File: config.mk
export PLATFORM = sky130hd
export DESIGN_NAME = permutation_parity_engine_unit
export DESIGN_NICKNAME = d
export VERILOG_FILES = /design/src/hdl/ppe_pkg.sv /design/src/hdl/ppe_tag_ram.sv /design/src/hdl/permutation_parity_engine_unit.sv
export VERILOG_INCLUDE_DIRS = /design/src /design/src/hdl
export SDC_FILE = /design/constraint.sdc
export NUM_CORES = 1
export LEC_CHECK = 0
export BUFFER_PORTS_ARGS = -buffer_cell sky130_fd_sc_hd__buf_2
export CAP_MARGIN = 20
export CORE_MARGIN = 5
export CORE_UTILIZATION = 32
export CTS_BUF_LIST = sky130_fd_sc_hd__clkbuf_8
export DETAILED_ROUTE_END_ITERATION = 8
export PLACE_DENSITY = 0.48
export SLEW_MARGIN = 20
export SYNTH_ARGS = -nofsm -noshare
export SYNTH_HDL_FRONTEND = slang
export SYNTH_HIERARCHICAL = 1
export SYNTH_SLANG_ARGS = --single-unit
File: constraint.sdc
create_clock -name clk -period 6.3 [get_ports clk]
set_input_delay 0.315 -clock clk [delete_from_list [all_inputs] [get_ports clk]]
set_output_delay 0.315 -clock clk [all_outputs]
set_load 0.02 [all_outputs]
File: src/hdl/assert_macros.svh
// ----------------------------------------------------------------------------
// assert_macros.svh
// Concurrent assertion macros shared by the permutation parity engine.
// ----------------------------------------------------------------------------
`ifndef ASSERT_MACROS_SVH
`define ASSERT_MACROS_SVH

// check on every clock edge outside reset
`define PPE_ASSERT(label, prop, msg) \
	label: assert property (@(posedge clk) disable iff (!arst_n) (prop)) else $error(msg);

// check on every clock edge, reset included
`define PPE_ASSERT_ALWAYS(label, prop, msg) \
	label: assert property (@(posedge clk) (prop)) else $error(msg);

`endif

File: src/hdl/ppe_pkg.sv
// ----------------------------------------------------------------------------
// ppe_pkg
// Types and constants of the permutation parity engine.
// ----------------------------------------------------------------------------
package ppe_pkg;

	localparam int ELEMENT_W = 6;
	localparam int LENGTH_W  = 7;

	typedef struct packed {
		logic [ELEMENT_W-1:0] element;
		logic                 last;
	} item_t;

	typedef struct packed {
		logic                parity;
		logic                error;
		logic [LENGTH_W-1:0] length;
	} result_t;

	typedef struct packed {
		logic                 visited;
		logic [ELEMENT_W-1:0] element;
	} entry_t;

	typedef enum logic [3:0] {
		ST_LOAD = 4'b0001,
		ST_RD   = 4'b0010,
		ST_CHK  = 4'b0100,
		ST_DONE = 4'b1000
	} state_t;

endpackage

File: src/hdl/ppe_tag_ram.sv
// ----------------------------------------------------------------------------
// ppe_tag_ram
// Element store with visited tag: one write port, one registered read port.
// ----------------------------------------------------------------------------
module ppe_tag_ram import ppe_pkg::*; #(
	parameter int DEPTH = 64
) (
	input  logic                     clk,
	input  logic                     wr_en,
	input  logic [$clog2(DEPTH)-1:0] wr_addr,
	input  entry_t                   wr_data,
	input  logic                     rd_en,
	input  logic [$clog2(DEPTH)-1:0] rd_addr,
	output entry_t                   rd_data
);

	entry_t mem [DEPTH];

	always_ff @(posedge clk) begin
		if (wr_en) begin
			mem[wr_addr] <= wr_data;
		end
	end

	always_ff @(posedge clk) begin
		if (rd_en) begin
			rd_data <= mem[rd_addr];
		end
	end

endmodule

File: src/hdl/permutation_parity_engine_unit.sv
// ----------------------------------------------------------------------------
// permutation_parity_engine_unit
// Loads a permutation one element per transaction, then walks its cycles
// through the tag store and returns the sign with length and error flag.
//
//   channel  dir  payload   handshake
//   item     in   item_t    item_valid / item_stall
//   result   out  result_t  result_valid / result_stall
//
// Loading accepts one element per cycle. After the last element the walk
// reads the store once per start index plus once per tagged element, each
// read passing through a read state and then a check state; the single
// store read port limits the walk, and the result is then handed over.
// Reset clears the control state; store entries are cleared as they load.
// item_stall is high from the walk until the result register takes the result;
// a pending result does not block loading.
// ----------------------------------------------------------------------------
`include "assert_macros.svh"

module permutation_parity_engine_unit import ppe_pkg::*; #(
	parameter int MAX_LEN = 64
) (
	input  logic    clk,
	input  logic    arst_n,
	input  logic    item_valid,
	output logic    item_stall,
	input  item_t   item,
	output logic    result_valid,
	input  logic    result_stall,
	output result_t result
);

	localparam int IW   = $clog2(MAX_LEN);
	localparam int CW   = $clog2(MAX_LEN + 1);
	localparam int CMPW = (CW > ELEMENT_W) ? CW : ELEMENT_W;

	state_t          state_q;
	logic [CW-1:0]   cnt_q;
	logic [CW-1:0]   i_q;
	logic [IW-1:0]   j_q;
	logic            ovf_q;
	logic            par_q;
	logic            bad_q;
	logic            result_valid_q;
	result_t         result_q;

	logic            item_acc;
	logic            room;
	logic            nxt_out;
	logic [CW-1:0]   i_nx;
	logic            i_end;
	logic            out_free;
	logic            err;

	logic            wr_en;
	logic [IW-1:0]   wr_addr;
	entry_t          wr_data;
	logic            rd_en;
	entry_t          rd_data;

	assign item_stall = (state_q != ST_LOAD);
	assign item_acc   = item_valid && (state_q == ST_LOAD);
	assign room       = cnt_q < CW'(MAX_LEN);
	assign nxt_out    = CMPW'(rd_data.element) >= CMPW'(cnt_q);
	assign i_nx       = i_q + CW'(1);
	assign i_end      = (i_nx == cnt_q);
	assign out_free   = !result_valid_q || !result_stall;
	assign err        = bad_q || ovf_q;

	always_comb begin
		wr_en           = (item_acc && room) || ((state_q == ST_CHK) && !rd_data.visited);
		wr_addr         = cnt_q[IW-1:0];
		wr_data.visited = 1'b0;
		wr_data.element = item.element;
		if (state_q == ST_CHK) begin
			wr_addr         = j_q;
			wr_data.visited = 1'b1;
			wr_data.element = rd_data.element;
		end
	end

	assign rd_en = (state_q == ST_RD);

	ppe_tag_ram #(
		.DEPTH(MAX_LEN)
	) u_store (
		.clk    (clk),
		.wr_en  (wr_en),
		.wr_addr(wr_addr),
		.wr_data(wr_data),
		.rd_en  (rd_en),
		.rd_addr(j_q),
		.rd_data(rd_data)
	);

	always_ff @(posedge clk or negedge arst_n) begin
		if (!arst_n) begin
			state_q        <= ST_LOAD;
			cnt_q          <= '0;
			i_q            <= '0;
			j_q            <= '0;
			ovf_q          <= 1'b0;
			par_q          <= 1'b0;
			bad_q          <= 1'b0;
			result_valid_q <= 1'b0;
		end else begin
			if ((state_q == ST_DONE) && out_free) begin
				result_valid_q <= 1'b1;
			end else if (!result_stall) begin
				result_valid_q <= 1'b0;
			end
			unique case (state_q)
				ST_LOAD: begin
					if (item_acc) begin
						if (room) begin
							cnt_q <= cnt_q + CW'(1);
						end else begin
							ovf_q <= 1'b1;
						end
						if (item.last) begin
							i_q     <= '0;
							j_q     <= '0;
							par_q   <= 1'b0;
							bad_q   <= 1'b0;
							state_q <= ST_RD;
						end
					end
				end
				ST_RD: begin
					state_q <= ST_CHK;
				end
				ST_CHK: begin
					if (!rd_data.visited && !nxt_out) begin
						// follow the cycle
						if (CW'(j_q) != i_q) begin
							par_q <= ~par_q;
						end
						j_q     <= IW'(rd_data.element);
						state_q <= ST_RD;
					end else begin
						if (!rd_data.visited) begin
							bad_q <= 1'b1;
							if (CW'(j_q) != i_q) begin
								par_q <= ~par_q;
							end
						end
						// advance to the next start index, or finish after the last one
						if (i_end) begin
							state_q <= ST_DONE;
						end else begin
							i_q     <= i_nx;
							j_q     <= i_nx[IW-1:0];
							state_q <= ST_RD;
						end
					end
				end
				ST_DONE: begin
					if (out_free) begin
						cnt_q   <= '0;
						ovf_q   <= 1'b0;
						par_q   <= 1'b0;
						state_q <= ST_LOAD;
					end
				end
				default: begin
					state_q <= ST_LOAD;
				end
			endcase
		end
	end

	always_ff @(posedge clk) begin
		if ((state_q == ST_DONE) && out_free) begin
			result_q.parity <= par_q && !err;
			result_q.error  <= err;
			result_q.length <= LENGTH_W'(cnt_q);
		end
	end

	assign result_valid = result_valid_q;
	assign result       = result_q;

	`PPE_ASSERT(a_cnt_bound, cnt_q <= CW'(MAX_LEN), "element count above capacity")
	`PPE_ASSERT(a_walk_index, (state_q == ST_CHK) |-> (CW'(j_q) < cnt_q),
		"walk index beyond loaded length")
	`PPE_ASSERT(a_result_src, $rose(result_valid) |-> $past(state_q == ST_DONE),
		"result raised outside hand-over")
	`PPE_ASSERT(a_err_parity, result_valid |-> !(result.error && result.parity),
		"parity set on an errored result")

endmodule
==> results.sh <==
export IMPL_grt_pass1_wl_mm=73.5
export IMPL_antenna_found_initial=1
export IMPL_leakagePower_nw=7.11
export IMPL_root_buffer="clkbuf_8"
export IMPL_hold_violations=0
export IMPL_initial_core_util_pct=32.3
export IMPL_pre_cts_slack_ns=2.09
export IMPL_tritoncts="yes"
export IMPL_num_vias=10200
export IMPL_synth_area_leaders="edfxtp_1 70%, mux4_2 13%, dfrtp_1 3.4%, nor2_1 1.8%, mux2i_1 0.85%"
export IMPL_status="complete, no violations"
export IMPL_final_common_cell="edfxtp_1"
export IMPL_fmax_mhz=237
export IMPL_cap_violations=0
export IMPL_hp_class="input port to asynchronous set/reset pin"
export IMPL_synth_top_area_share_pct=69.9
export IMPL_coreArea_mm2=0.0617
export IMPL_wire_per_inst_um=24.3
export IMPL_via_per_inst=5.03
export IMPL_synth_main_ff_cell="edfxtp_1"
export IMPL_drt_wl_total_mm=49.5
export IMPL_nNetsFinal=1154
export IMPL_synth_cell_type_count=64
export IMPL_worst_slew_pin_slew_ns=1.07
export IMPL_synth_seq_area_share_pct=73.4
export IMPL_grt_max_degree=65
export IMPL_post_cts_buffers=0
export IMPL_cts_htree_levels=3
export IMPL_dieWidth_um=260
export IMPL_slew_headroom_pct=28.4
export IMPL_syn_to_final_growth_pct=13.1
export IMPL_grt_usage_pct=14.7
export IMPL_insertion_delay_ns=0.67
export IMPL_row_count=91
export IMPL_grt_pass1_vias=10700
export IMPL_final_cell_area_mm2=0.0225
export IMPL_syn_area_mm2=0.0199
export IMPL_critPathMaxFanout=33
export IMPL_worst_ir_drop_vdd_mv=0.130
export IMPL_power_density_mw_per_mm2=312
export IMPL_syn_area_per_cell_um2=18.7
export IMPL_die_area_mm2=0.0674
export IMPL_initialDrtViolationCount=880
export IMPL_syn_inst=1068
export IMPL_min_period_ns=4.23
export IMPL_worst_setup_path_end_kind="register"
export IMPL_fin_ws_ns=2.07
export IMPL_ys_async_sr_fraction_pct=5.69
export IMPL_cts_buffer_depth=3
export IMPL_worstSetupPathType="register to register"
export IMPL_yosys_warnings=6
export IMPL_dieHeight_um=260
export IMPL_cp_start_kind="register"
export IMPL_min_period_over_period_pct=67.1
export IMPL_route_detailed_drc=0
export IMPL_cts_sinks=492
export IMPL_skew_ns=0.0309
export IMPL_place_area_mm2=0.0209
export IMPL_slew_violations=0
export IMPL_clk_pin_slew_worst_paths_ns=0.06
export IMPL_ios=22
export IMPL_firstDrtPassIters=5
export IMPL_crit_arrival_ns=4.50
export IMPL_gp_congestion=0.808
export IMPL_drive_gt1_share_pct=23.7
export IMPL_setup_viol=0
export IMPL_synthesis_nets=1087
export IMPL_portBuffers=21
export IMPL_place_hpwl_mm=29.9
export IMPL_ant_nets=0
export IMPL_critPathRequiredTime_ns=6.57
export IMPL_synth_seq_cells=492
export IMPL_cts_buffers_inserted=84
export IMPL_finalSetupTns_ns=0
export IMPL_synth_area_leader_cell="edfxtp_1"
export IMPL_final_cell_mix="464 x edfxtp_1, 112 x mux4_2, 98 x nor2_1"
export IMPL_grt_overflow_total=0
export IMPL_synth_edf_count=464
export IMPL_rsz0062_at_grt="no"
==> where the power goes <==
group          internal (W)  switching, W
sequential          0.00368     0.0000621
clock               0.00140       0.00129
combinational      0.000189      0.000422
==> cell usage after synthesis (all sizes together), types with 3 or more instances <==
library cell	number
o22ai	13
and3b	3
a211oi	6
edfxtp	464
nand2b	8
o21ai	27
or3	3
a22oi	8
dfrtp	27
nor2b	6
xnor2	15
ha	8
a21oi	15
clkbuf	28
o221ai	9
mux4	112
mux2i	17
nand3b	6
a31oi	5
inv	13
nand3	13
and3	3
o31ai	14
o2bb2ai	6
buf	31
a22o	3
xor2	7
nor4b	5
nor3	10
nand2	44
nor2	98
nand4	4
or2	3
a21o	4
nor3b	4
==> area by class of cell <==
class,instances,area (µm²)
sequential,492,14600
multi-input combinational,504,4980
clock buffer,86,1180
inverter,13,48.8
timing repair buffer,40,268
tap,837,1050
clock inverter,61,364
fill,5797,39200
antenna,1,2.50
==> cells by family after synthesis <==
kind of cell    synth area share, %
flops                          73.4
simple gates                   5.39
mux                            13.6
xor+xnor                      0.967
fa+ha+maj                     0.502
buf+inv                        1.87
compound gates                 4.24
==> stage by stage <==
stage	total power, W	utilization, %	cells	hold WS, ns
global placement	0.00442	33.9	1881	0.402
CTS	0.00715	36.5	2032	0.236
global route	0.00736	36.5	2034	0.293
finish	0.00704	36.5	2034	0.260
floorplan	0.00419	-	1068	0.0194
detailed placement	0.00442	33.9	1881	0.417
==> routing by layer <==
metal / vias up / track usage (%) / wire, µm
met1: 5346 / 20.4 / 21900
met3: 76 / 3.42 / 2760
met2: 320 / 23.7 / 23800
met5: - / 0 / 0
li1: 4486 / - / -
met4: 0 / 3.79 / 1000
==> final timing paths <==
check,startpoint,to,slack [ns],cells past startpoint
worst min register to register,par_q,par_q,0.48,1
worst min-delay path,arst_n,par_q,0.26,2
max in group asynchronous,arst_n,j_q[0],5.50,2
min in group clk,item[2],u_store/mem[7][1],0.44,3
worst max-delay path,state_q[0],u_store/mem[62][5],2.07,6
worst max register to register,state_q[0],u_store/mem[62][5],2.07,6
==> timing repair <==
item,in CTS,in global routing
hold buffers,4,0
hold endpoints to repair,30,0
gates resized for setup,0,0
==> sequential cells by signal, summed over array words and instances, names as in the netlist <==
name	cells
par_q	1
u_store/mem	448
ovf_q	1
cnt_q	7
result	9
bad_q	1
u_store/rd_data	7
i_q	7
j_q	6
result_valid	1
state_q	4
==> critical path, stage by stage, from the launching register on <==
cell and delay, ns:
dfstp_2 0.59, or4b_1 0.13, buf_4 0.29, inv_2 0.28, o21ai_0 0.89, nand3_1 0.90
nor2_1 0.77
No activity file was read; power rests on OpenSTA's default activity.
